### src/rtl/rmof_pkg.sv
`default_nettype none
package rmof_pkg;

  // Configuration port geometry.
  localparam int CFG_AW = 4;
  localparam int CFG_DW = 32;

  // Register indexes, taken from cfg_paddr[3:2].
  localparam logic [1:0] REG_WINDOW_LIMIT      = 2'd0;
  localparam logic [1:0] REG_WARMUP_LENGTH     = 2'd1;
  localparam logic [1:0] REG_DEVIATION_PERCENT = 2'd2;
  localparam logic [1:0] REG_ABSOLUTE_FLOOR    = 2'd3;

  // Reset values of the registers.
  localparam logic [7:0] RST_WINDOW_LIMIT      = 8'd10;
  localparam logic [7:0] RST_WARMUP_LENGTH     = 8'd10;
  localparam logic [9:0] RST_DEVIATION_PERCENT = 10'd30;
  localparam logic [9:0] RST_ABSOLUTE_FLOOR    = 10'd3;

  // Percent scale of the relative test.
  localparam int PCT_SCALE = 100;

  // Fixed widths of the result fields.
  localparam int SUM_OUT_W = 23;
  localparam int LEN_OUT_W = 8;
  localparam int SEQ_W     = 32;

  typedef struct packed {
    logic [9:0] absolute_floor;
    logic [9:0] deviation_percent;
    logic [7:0] warmup_length;
    logic [7:0] window_limit;
  } cfg_t;

  typedef struct packed {
    logic warming;
    logic flagged;
  } verdict_t;

  // Result beat, last member in the lowest bits.
  typedef struct packed {
    logic [6:0]           pad;
    logic [SEQ_W-1:0]     sequence_number;
    logic [LEN_OUT_W-1:0] len_after;
    logic [LEN_OUT_W-1:0] len_before;
    logic [SUM_OUT_W-1:0] sum_before;
    logic                 warming;
    logic                 flagged;
  } out_beat_t;

  localparam int OUT_W = $bits(out_beat_t);

endpackage
`default_nettype wire

### src/rtl/rmof_cfg.sv
`default_nettype none
module rmof_cfg (
  input  wire                        clk,
  input  wire                        rst_n,
  input  wire                        psel,
  input  wire                        penable,
  input  wire                        pwrite,
  input  wire [rmof_pkg::CFG_AW-1:0] paddr,
  input  wire [rmof_pkg::CFG_DW-1:0] pwdata,
  output logic [rmof_pkg::CFG_DW-1:0] prdata,
  output logic                       pready,
  output rmof_pkg::cfg_t             cfg
);

  rmof_pkg::cfg_t cfg_r;
  logic [1:0]     idx;
  logic           wr_stb;

  assign idx    = paddr[3:2];
  assign wr_stb = psel && penable && pwrite;
  assign pready = 1'b1;
  assign cfg    = cfg_r;

  always_ff @(posedge clk) begin
    if (!rst_n) begin
      cfg_r.window_limit      <= rmof_pkg::RST_WINDOW_LIMIT;
      cfg_r.warmup_length     <= rmof_pkg::RST_WARMUP_LENGTH;
      cfg_r.deviation_percent <= rmof_pkg::RST_DEVIATION_PERCENT;
      cfg_r.absolute_floor    <= rmof_pkg::RST_ABSOLUTE_FLOOR;
    end else if (wr_stb) begin
      case (idx)
        rmof_pkg::REG_WINDOW_LIMIT:      cfg_r.window_limit      <= pwdata[7:0];
        rmof_pkg::REG_WARMUP_LENGTH:     cfg_r.warmup_length     <= pwdata[7:0];
        rmof_pkg::REG_DEVIATION_PERCENT: cfg_r.deviation_percent <= pwdata[9:0];
        rmof_pkg::REG_ABSOLUTE_FLOOR:    cfg_r.absolute_floor    <= pwdata[9:0];
        default: ;
      endcase
    end
  end

  always_comb begin
    case (idx)
      rmof_pkg::REG_WINDOW_LIMIT:      prdata = 32'(cfg_r.window_limit);
      rmof_pkg::REG_WARMUP_LENGTH:     prdata = 32'(cfg_r.warmup_length);
      rmof_pkg::REG_DEVIATION_PERCENT: prdata = 32'(cfg_r.deviation_percent);
      rmof_pkg::REG_ABSOLUTE_FLOOR:    prdata = 32'(cfg_r.absolute_floor);
      default:                         prdata = '0;
    endcase
  end

endmodule
`default_nettype wire

### src/rtl/rmof_ring.sv
`default_nettype none
module rmof_ring #(
  parameter int DEPTH = 128,
  parameter int WIDTH = 16,
  parameter int AW    = 7
) (
  input  wire              clk,
  input  wire              wr_en,
  input  wire [AW-1:0]     wr_addr,
  input  wire [WIDTH-1:0]  wr_data,
  input  wire [AW-1:0]     rd_addr,
  output logic [WIDTH-1:0] rd_data
);

  logic [WIDTH-1:0] mem [DEPTH];
  logic [WIDTH-1:0] rd_data_r;

  assign rd_data = rd_data_r;

  always_ff @(posedge clk) begin
    if (wr_en) begin
      mem[wr_addr] <= wr_data;
    end
    rd_data_r <= mem[rd_addr];
  end

endmodule
`default_nettype wire

### src/rtl/rmof_judge.sv
`default_nettype none
module rmof_judge #(
  parameter int MAX_WINDOW = 128,
  parameter int COUNT_BITS = 16
) (
  input  wire                                  clk,
  input  wire                                  load,
  input  wire [COUNT_BITS-1:0]                 sample,
  input  wire [$clog2(MAX_WINDOW+1)-1:0]       len,
  input  wire [COUNT_BITS+$clog2(MAX_WINDOW+1)-1:0] sum,
  input  rmof_pkg::cfg_t                       cfg,
  output rmof_pkg::verdict_t                   verdict
);

  localparam int LW    = $clog2(MAX_WINDOW + 1);
  localparam int SW    = COUNT_BITS + LW;
  localparam int XW    = SW + 10;
  localparam int CMP_W = (LW > 8) ? LW : 8;

  // Stage one: products from the window state at accept time.
  logic [SW-1:0] cl_r;
  logic [SW-1:0] sum_q_r;
  logic [XW-1:0] devsum_r;
  logic [XW-1:0] floorlen_r;
  logic          armed_r;
  logic          warming_r;
  // Stage two: absolute deviation times length.
  logic [SW-1:0] d_r;
  // Stage three: the decision.
  logic          flag_r;
  logic          warm;

  assign warm = CMP_W'(len) < CMP_W'(cfg.warmup_length);

  always_ff @(posedge clk) begin
    if (load) begin
      cl_r       <= SW'(sample) * SW'(len);
      sum_q_r    <= sum;
      devsum_r   <= XW'(cfg.deviation_percent) * XW'(sum);
      floorlen_r <= XW'(cfg.absolute_floor) * XW'(len);
      armed_r    <= !warm && (len != '0) && (sum != '0);
      warming_r  <= warm;
    end
    d_r    <= (cl_r >= sum_q_r) ? (cl_r - sum_q_r) : (sum_q_r - cl_r);
    flag_r <= armed_r && ((XW'(d_r) * XW'(rmof_pkg::PCT_SCALE)) > devsum_r)
              && (XW'(d_r) > floorlen_r);
  end

  assign verdict.flagged = flag_r;
  assign verdict.warming = warming_r;

endmodule
`default_nettype wire

### src/rtl/rolling_mean_outlier_flagger.sv
// An accepted input beat passes through ST_MUL, ST_CMP and ST_TRIM; ST_TRIM drops
// each oldest entry that must leave the window, then registers the result onto
// out_tdata. A new beat is taken only in ST_IDLE, after the previous result is
// loaded; the drop loop reads one ring entry a cycle through the single read port.
// Reset (rst_n low, synchronous) empties the window, zeroes the sum, pointer and
// frame counter and restores the register defaults; the ring itself is not cleared.
`default_nettype none
module rolling_mean_outlier_flagger #(
  parameter int MAX_WINDOW = 128,
  parameter int COUNT_BITS = 16
) (
  input  wire                          clk,
  input  wire                          rst_n,
  // in_tdata: sample_count [COUNT_BITS-1:0], zero padding above.
  input  wire                          in_tvalid,
  output logic                         in_tready,
  input  wire [((COUNT_BITS+7)/8)*8-1:0] in_tdata,
  // out_tdata: flagged [0], warming [1], sum_before [24:2], len_before [32:25],
  // len_after [40:33], sequence_number [72:41], zero padding [79:73].
  output logic                         out_tvalid,
  input  wire                          out_tready,
  output logic [rmof_pkg::OUT_W-1:0]   out_tdata,
  input  wire                          cfg_psel,
  input  wire                          cfg_penable,
  input  wire                          cfg_pwrite,
  input  wire [rmof_pkg::CFG_AW-1:0]   cfg_paddr,
  input  wire [rmof_pkg::CFG_DW-1:0]   cfg_pwdata,
  output logic [rmof_pkg::CFG_DW-1:0]  cfg_prdata,
  output logic                         cfg_pready
);

  localparam int LW    = $clog2(MAX_WINDOW + 1);
  localparam int PW    = $clog2(MAX_WINDOW);
  localparam int SW    = COUNT_BITS + LW;
  localparam int CMP_W = (LW > 8) ? LW : 8;
  localparam int SXW   = (SW > rmof_pkg::SUM_OUT_W) ? SW : rmof_pkg::SUM_OUT_W;
  localparam int LXW   = (LW > rmof_pkg::LEN_OUT_W) ? LW : rmof_pkg::LEN_OUT_W;

  // The sequencer walks every beat through the same steps. ST_MUL and ST_CMP
  // let the deviation tests settle in the judge pipeline. ST_TRIM drops one oldest
  // entry per cycle while the window is full and the count unflagged, then appends
  // it if the limit is nonzero, loading the result register in the same cycle.
  typedef enum logic [1:0] {
    ST_IDLE,
    ST_MUL,
    ST_CMP,
    ST_TRIM
  } state_t;

  state_t                  state_r, state_nxt;
  logic [PW-1:0]           ptr_r, ptr_nxt;
  logic [LW-1:0]           len_r, len_nxt;
  logic [SW-1:0]           sum_r, sum_nxt;
  logic [rmof_pkg::SEQ_W-1:0] frame_r, frame_nxt;
  logic                    out_valid_r, out_valid_nxt;
  rmof_pkg::out_beat_t     out_data_r, out_data_nxt;
  logic [COUNT_BITS-1:0]   c_r, c_nxt;
  logic [LW-1:0]           len0_r, len0_nxt;
  logic [SW-1:0]           sum0_r, sum0_nxt;

  rmof_pkg::cfg_t          cfg;
  rmof_pkg::verdict_t      verdict;
  logic                    accept;
  logic [COUNT_BITS-1:0]   in_sample;
  logic [CMP_W-1:0]        lim_ext;
  logic [CMP_W-1:0]        lim_sat;
  logic                    need_drop;
  logic                    slot_free;
  logic [PW-1:0]           ptr_adv;
  logic [PW:0]             slot_sum;
  logic [PW-1:0]           wr_slot;
  logic                    wr_en;
  logic [COUNT_BITS-1:0]   rd_data;
  logic [SXW-1:0]          sum0_x;
  logic [LXW-1:0]          len0_x;
  logic [LXW-1:0]          len_after_x;

  assign in_sample  = in_tdata[COUNT_BITS-1:0];
  assign in_tready  = (state_r == ST_IDLE);
  assign accept     = in_tvalid && in_tready;
  assign out_tvalid = out_valid_r;
  assign out_tdata  = out_data_r;
  assign slot_free  = !out_valid_r || out_tready;

  rmof_cfg u_cfg (
    .clk     (clk),
    .rst_n   (rst_n),
    .psel    (cfg_psel),
    .penable (cfg_penable),
    .pwrite  (cfg_pwrite),
    .paddr   (cfg_paddr),
    .pwdata  (cfg_pwdata),
    .prdata  (cfg_prdata),
    .pready  (cfg_pready),
    .cfg     (cfg)
  );

  // The tests see the window exactly as it stands at the accept edge.
  rmof_judge #(
    .MAX_WINDOW (MAX_WINDOW),
    .COUNT_BITS (COUNT_BITS)
  ) u_judge (
    .clk     (clk),
    .load    (accept),
    .sample  (in_sample),
    .len     (len_r),
    .sum     (sum_r),
    .cfg     (cfg),
    .verdict (verdict)
  );

  // The ring is read every cycle at the next oldest pointer, so rd_data holds
  // the current oldest entry by the time a drop uses it. A write goes only to
  // the slot behind the newest entry and is never followed by a drop within the
  // same beat, so the registered read needs no forwarding.
  rmof_ring #(
    .DEPTH (MAX_WINDOW),
    .WIDTH (COUNT_BITS),
    .AW    (PW)
  ) u_ring (
    .clk     (clk),
    .wr_en   (wr_en),
    .wr_addr (wr_slot),
    .wr_data (c_r),
    .rd_addr (ptr_nxt),
    .rd_data (rd_data)
  );

  // A limit above the ring depth behaves as the ring depth.
  assign lim_ext = CMP_W'(cfg.window_limit);
  assign lim_sat = (lim_ext > CMP_W'(MAX_WINDOW)) ? CMP_W'(MAX_WINDOW) : lim_ext;

  // A zero limit drains the whole window and keeps nothing; otherwise room is
  // made for exactly one more entry.
  assign need_drop = (lim_sat == '0) ? (len_r != '0) : (CMP_W'(len_r) >= lim_sat);

  assign ptr_adv  = (ptr_r == PW'(MAX_WINDOW - 1)) ? '0 : ptr_r + 1'b1;
  assign slot_sum = (PW + 1)'(ptr_r) + (PW + 1)'(len_r);
  assign wr_slot  = (slot_sum >= (PW + 1)'(MAX_WINDOW)) ?
                    PW'(slot_sum - (PW + 1)'(MAX_WINDOW)) : slot_sum[PW-1:0];

  assign sum0_x      = SXW'(sum0_r);
  assign len0_x      = LXW'(len0_r);
  assign len_after_x = LXW'(len_nxt);

  always_comb begin
    state_nxt     = state_r;
    ptr_nxt       = ptr_r;
    len_nxt       = len_r;
    sum_nxt       = sum_r;
    frame_nxt     = frame_r;
    out_valid_nxt = out_valid_r && !out_tready;
    out_data_nxt  = out_data_r;
    c_nxt         = c_r;
    len0_nxt      = len0_r;
    sum0_nxt      = sum0_r;
    wr_en         = 1'b0;
    case (state_r)
      ST_IDLE: begin
        if (in_tvalid) begin
          c_nxt     = in_sample;
          len0_nxt  = len_r;
          sum0_nxt  = sum_r;
          state_nxt = ST_MUL;
        end
      end
      ST_MUL: begin
        state_nxt = ST_CMP;
      end
      ST_CMP: begin
        state_nxt = ST_TRIM;
      end
      ST_TRIM: begin
        if (!verdict.flagged && need_drop) begin
          sum_nxt = sum_r - SW'(rd_data);
          ptr_nxt = ptr_adv;
          len_nxt = len_r - 1'b1;
        end else if (slot_free) begin
          if (!verdict.flagged && (lim_sat != '0)) begin
            wr_en   = 1'b1;
            sum_nxt = sum_r + SW'(c_r);
            len_nxt = len_r + 1'b1;
          end
          out_valid_nxt                = 1'b1;
          out_data_nxt.pad             = '0;
          out_data_nxt.flagged         = verdict.flagged;
          out_data_nxt.warming         = verdict.warming;
          out_data_nxt.sum_before      = sum0_x[rmof_pkg::SUM_OUT_W-1:0];
          out_data_nxt.len_before      = len0_x[rmof_pkg::LEN_OUT_W-1:0];
          out_data_nxt.len_after       = len_after_x[rmof_pkg::LEN_OUT_W-1:0];
          out_data_nxt.sequence_number = frame_r;
          frame_nxt                    = frame_r + 1'b1;
          state_nxt                    = ST_IDLE;
        end
      end
      default: begin
        state_nxt = ST_IDLE;
      end
    endcase
  end

  always_ff @(posedge clk) begin
    if (!rst_n) begin
      state_r     <= ST_IDLE;
      ptr_r       <= '0;
      len_r       <= '0;
      sum_r       <= '0;
      frame_r     <= '0;
      out_valid_r <= 1'b0;
    end else begin
      state_r     <= state_nxt;
      ptr_r       <= ptr_nxt;
      len_r       <= len_nxt;
      sum_r       <= sum_nxt;
      frame_r     <= frame_nxt;
      out_valid_r <= out_valid_nxt;
    end
    out_data_r <= out_data_nxt;
    c_r        <= c_nxt;
    len0_r     <= len0_nxt;
    sum0_r     <= sum0_nxt;
  end

endmodule
`default_nettype wire

### config.mk
export PLATFORM = sky130hd
export DESIGN_NAME = rolling_mean_outlier_flagger
export DESIGN_NICKNAME = d
export VERILOG_FILES = /design/src/rtl/rmof_pkg.sv /design/src/rtl/rmof_cfg.sv /design/src/rtl/rmof_ring.sv /design/src/rtl/rmof_judge.sv /design/src/rtl/rolling_mean_outlier_flagger.sv
export SDC_FILE = /design/constraint.sdc
export NUM_CORES = 2
export LEC_CHECK = 0
export ABC_CLOCK_PERIOD_IN_PS = 8100
export CAP_MARGIN = 40
export CORE_ASPECT_RATIO = 0.75
export CORE_MARGIN = 5
export CORE_UTILIZATION = 37
export CTS_CLUSTER_SIZE = 28
export DETAILED_ROUTE_END_ITERATION = 12
export DONT_BUFFER_PORTS = 1
export PLACE_DENSITY = 0.49
export SLEW_MARGIN = 0
export SYNTH_ARGS = -nofsm -noshare
export SYNTH_HDL_FRONTEND = slang
export SYNTH_HIERARCHICAL = 1
export SYNTH_SLANG_ARGS = --single-unit
### constraint.sdc
create_clock -name clk -period 8.1 [get_ports clk]
set_input_delay 1.62 -clock clk [delete_from_list [all_inputs] [get_ports clk]]
set_output_delay 1.62 -clock clk [all_outputs]
set_load 0.005 [all_outputs]
==> Word-level counts from Yosys, hierarchy flattened <==
Memories as Yosys holds them, arrays and structs flattened. A register that Yosys moved wholly into a read port is not among the register bits.
Cells that the tools add are included.
{ "op_classes": {"shift": 0, "n_lt_le_gt_ge": 7, "n_eq_ne": 10, "n_reduce_logical": 31, "mux": 28, "div_mod_pow": 0, "bitwise_logic": 1, "addsub": 10, "mul": 4} }
{ "op_table": {"columns": ["operator", "n"], "rows": [
  ["$pmux 32 s4", 1],
  ["$mux 24", 4],
  ["$sub 24x24->24", 2],
  ["$mux 8", 5],
  ["$gt 31x34->1", 1],
  ["$mul 10x24->34", 1],
  ["$add 32x1->32 const B", 1],
  ["$mul 24x5->29 const B", 1],
  ["$mux 7", 4],
  ["$add 24x16->24", 1],
  ["$ge 24x24->1", 1],
  ["$gt 24x18->1", 1],
  ["$mul 16x8->24", 1],
  ["$reduce_bool 24->1", 1],
  ["$sub 24x16->24", 1],
  ["$mul 10x8->18", 1],
  ["$reduce_bool 8->1", 2],
  ["$logic_and 1x1->1", 10],
  ["$mux 1", 10],
  ["$reduce_and 2->1", 5],
  ["$reduce_and 3->1", 3],
  ["$add 7x8->8", 1],
  ["$add 8x1->8 const B", 1],
  ["$eq 2x2->1 const B", 4],
  ["other kinds (18)", 28]
]} }
{ "totals": {"mem_count": 1, "elab_cells": 119, "latchBits": 0, "input_bits": 59, "mem_bits_ro": 0, "mem_bits_rw": 2048, "reg_bits": 357} }
{ "mem_list": {"columns": ["name", "words", "word_bits", "rd", "rd_clocked_by_memory_dff", "wr", "line", "source"], "rows": [
  ["u_ring.mem", 128, 16, 1, 1, 1, "rmof_ring.sv:15", "logic [WIDTH-1:0] mem [DEPTH];"]
]} }

==> Logic depth before layout (Yosys ltp) <==
{ "logic_depth": {"ltp_word": 10, "ltp_mapped": 25, "mapped_depth_nobuf": 25} }

==> Cells and area by module <==
Netlist, hierarchy kept.
{ "modules_own_cells": {"columns": ["mod", "instances", "cells_each", "area_each_um2"], "rows": [
  ["rmof_ring", 1, 3086, 78522.8],
  ["rmof_judge", 1, 2654, 24046.8],
  ["rolling_mean_outlier_flagger", 1, 802, 9095.0],
  ["rmof_cfg", 1, 178, 1835.5]
]} }

==> Worst setup path before layout <==
No wires, ideal clock.
{ "synth_timing": {"kind": "input -> register", "startpoint": "input in_tdata[1]", "endpoint": "register u_judge.cl_r[23], data pin", "required_ps": 7840, "setup_ps": 260, "arrival_ps": 5433, "slack_ps": 2407, "stages": 16, "cell_sequence": "and2_1 -> fa_1 -> fa_1 -> inv_1 -> fa_1 -> fa_1 -> inv_1 -> ha_1 -> o21a_1 -> o21ai_1 -> a21oi_1 -> o2111ai_1 -> and2_1 -> o311ai_1 -> o22ai_1 -> xnor2_1"} }
{ "synth_via": {"elab_chain_len": 1} }
{ "synth_rtl": {"columns": ["element", "line", "source"], "rows": [
  ["start: declaration", "rolling_mean_outlier_flagger.sv:17", "input wire [((COUNT_BITS+7)/8)*8-1:0] in_tdata,"],
  ["$mul 16x8->24", "rmof_judge.sv:37", "cl_r <= SW'(sample) * SW'(len);"],
  ["end signal: assignment", "rmof_judge.sv:37", null],
  ["end: declaration", "rmof_judge.sv:21", "logic [SW-1:0] cl_r;"]
]} }
No other way between the ends.
A chain may end at the register's enable or synchronous reset.

==> Final worst setup path <==
{ "layout_timing": {"startpoint": "register u_cfg.cfg_r (netlist bit u_cfg/cfg[19])", "endpoint": "register u_judge.devsum_r[32], data pin"} }
{ "layout_via": {"elab_chain_len": 1} }
{ "layout_rtl": {"columns": ["element", "line", "source"], "rows": [
  ["start: declaration", "rmof_cfg.sv:15", "rmof_pkg::cfg_t cfg_r;"],
  ["$mul 10x24->34", "rmof_judge.sv:39", "devsum_r <= XW'(cfg.deviation_percent) * XW'(sum);"],
  ["end signal: assignment", "rmof_judge.sv:39", null],
  ["end: declaration", "rmof_judge.sv:23", "logic [XW-1:0] devsum_r;"]
]} }
No other way between the ends.

==> flow_summary.ini <==
[run_status]
outcome = finished, final reports clean

[placement]
dp_hpwl_um = 200500
io_buffers = 0
place_congestion = 0.8198

[synthesis]
yosys_most_used_dff = edfxtp_1
synth_area_per_cell_um2 = 16.89
yosysSeqAreaShare = 0.6272
synth_area_um2 = 113500
yosysWarningCount = 6
synth-edff-count = 2270
synthArstFlopShare = 0
ys_ff_latch = 2421
yosys.cell_types.count = 102
syn_inst = 6720

[timing]
max_freq_mhz = 150.6
hold_viol_final = 0
skew_ns = 0.04747
setup_tns_ns = 0
worst_pin_slew_ns = 1.007
timing.final.crit_share = 0.8196
slew_violations = 0
rsz0062_at_grt = no
fin_crit_ns = 6.639
setup_viol_count_final = 0
max_slew_margin = 0.3284
whs_ns = 0.4168

[die]
dieArea_um2 = 318100
die_y_um = 489.7
initial_core_util = 0.3708
die_w_um = 649.5
std_cell_rows = 176
core_um2 = 306100
io_pins = 174

[hold_path]
min_path_type = reg -> reg
hp-start = len0_r[0]

[cts]
cts_sinks = 2421
h-tree-depth = 4
cts_root_buf = clkbuf_16
cts_buffers = 244
path_clk_slew_ns = 0.06
clock_latency_ns = 0.90
cts_setup_buffers = 0
cts_tree = done
ctsResizeCount = 0
clockBufferDepth = 4
postCtsHoldBufs = 0

[global_route]
use_met1 = 0.3032
grt_pass1_wl_um = 442300
antenna_found_initial = 28
grt_max_degree = 130
grt_use_met2 = 0.2602
grt_busiest_layer = met1
grt_use_met3 = 0.05063
grt_usage = 0.1908
grt_pass1_vias = 61199
grt_overflow = 0

[power_and_ir_drop]
max-vdd-ir-drop_mv = 0.2911
p_leak_nw = 44.81
total_power_mw = 35.71
p_per_area_nw_per_um2 = 278.6

[layout]
final.fill_count = 27435
area_growth_pct = 12.93
final_nets = 7727
final_util = 0.4188
layout-drive-gt1-share = 0.2028

[critical_path]
slowest_stage = dfxtp_1
path_max_fanout = 18
crit_arrival_ns = 7.26
required_ns = 8.72
worst_setup_path_start_kind = flip-flop
end_kind = flip-flop
path_cells = buf_4, nand2_1, fa_1, inv_1, fa_1, inv_1, fa_1, fa_1, inv_1, fa_1, ha_1, o21ai_0, a21boi_1, and3_1, nor2_2, o41ai_4, a21oi_1, o31ai_1, a21oi_1, xnor2_1
max_stage_delay_ns = 0.92
path_common_cell = fa_1
startpoint = u_cfg/cfg[19]
critPathKind = reg -> reg
reg2reg_from = u_cfg/cfg[19]

[drt]
route.vias.total = 60161
via_per_inst = 5.343
remaining_drc_errors = 0
drt_iter0_drc = 5553
drtPass1Iterations = 5
wl_per_cell_um = 27.26
wl_um = 307000
ant_nets = 0

[job]
cap_viol_max_count = 0
-- cell usage after synthesis, drive strengths merged, types with 59 or more instances --
| cell | count | area [µm²] |
|---|---|---|
| a21oi | 149 | 768.2 |
| xor2 | 59 | 516.8 |
| edfxtp | 2270 | 68170 |
| nand2 | 425 | 1598 |
| buf | 154 | 899.6 |
| clkbuf | 165 | 640.6 |
| nor2b | 61 | 381.6 |
| and2 | 272 | 1704 |
| fa | 329 | 6586 |
| mux4 | 680 | 15310 |
| inv | 574 | 2155 |
| ha | 379 | 4742 |
| xnor2 | 112 | 980.9 |
| o21ai | 136 | 699.4 |
| nor2 | 223 | 865.8 |
| a21o | 76 | 570.6 |
| dfxtp | 151 | 3023 |
-- stage by stage --
step | area [µm²] | setup WS (ns) | instances
global placement | 119500 | 1.242 | 10775
CTS | 128200 | 1.478 | 11250
detailed placement | 120100 | 1.505 | 10808
global route | 128200 | 1.222 | 11251
finish | 128200 | 1.461 | 11260
floorplan | 113600 | 2.407 | 6747
-- report_power, final --
| part | total (mW) | switching, mW | internal (mW) | leakage [nW] |
|---|---|---|---|---|
| clock network | 11.5 | 4.81 | 6.67 | 3.93 |
| logic | 9.15 | 5.57 | 3.58 | 19.1 |
| registers | 15.1 | 0.399 | 14.7 | 21.7 |
| total | 35.7 | 10.8 | 24.9 | 44.8 |
-- state kept, by name (all words and copies together), names as in the netlist, 18 cells and up --
name,count
u_ring/mem,2048
u_judge/d_r,24
u_judge/cl_r,24
u_judge/devsum_r,34
sum0_r,23
u_judge/sum_q_r,24
out_tdata,73
sum_r,24
u_cfg/cfg,36
u_judge/floorlen_r,18
frame_r,32
-- path summary, 6_finish.rpt --
kind,endpoint,slack [ns],depth (start not counted)
max,u_judge/devsum_r[32],1.46,20
min,out_tdata[25],0.42,0
max reg2reg,u_judge/devsum_r[32],1.46,20
min reg2reg,out_tdata[25],0.42,0
-- per-layer routing --
metal	wire length [µm]	up-vias	part of all wire
met5	17	-	0.000055
met4	6082	4	0.020
met3	25350	333	0.083
met2	124400	1765	0.41
met1	151200	32176	0.49
li1	-	25883	-
-- cell families (layout without fill, tap and decap cells) --
logic type,after synthesis,in the layout,synth area share
buf+inv,893,1302,0.03255
xor+xnor,171,171,0.01320
mux,747,747,0.1411
other cells,3,40,0.00009921
fa+ha+maj,708,708,0.09981
compound gates,551,551,0.03276
flops,2421,2421,0.6272
simple gates,1226,1226,0.05329
-- worst max-delay path, delay by kind of cell, from the launching register on --
kind                       cells  cell delay (ns)
buffers and inverters          4             0.51
DFF                            1             0.92
xor gates and xnor gates       1             0.13
and+or+nand+nor                3             0.43
AOI/OAI and AO/OA              6             1.51
adders and majority gates      6             2.87
-- layout by cell type (no fill, tap or decap), types with 47 or more instances in the layout --
cell       count
a21o_1        76
a21oi_1      143
and2_1       270
buf_4        242
clkbuf_16    247
clkinv_1      48
dfxtp_1      151
edfxtp_1    2270
fa_1         329
ha_1         379
inv_1        573
mux2i_1       47
mux4_2       680
nand2_1      424
nand3_1       55
nor2_1       174
nor2_2        47
nor2b_1       61
o21ai_0      122
xnor2_1      111
xor2_1        58
-- cell type report --
cell class                      count  area [µm²]  area share
Tap cell                         4094        5122     0.03996
Clock buffer                      296        6455     0.05036
Clock inverter                    146        1593     0.01243
Timing Repair Buffer              286        2698     0.02105
Sequential cell                  2421       71190      0.5554
Multi-Input combinational cell   3433       38940      0.3038
Antenna cell                       10       25.02   0.0001952
Inverter                          574        2155     0.01681
No activity file was read; power rests on OpenSTA's default activity.
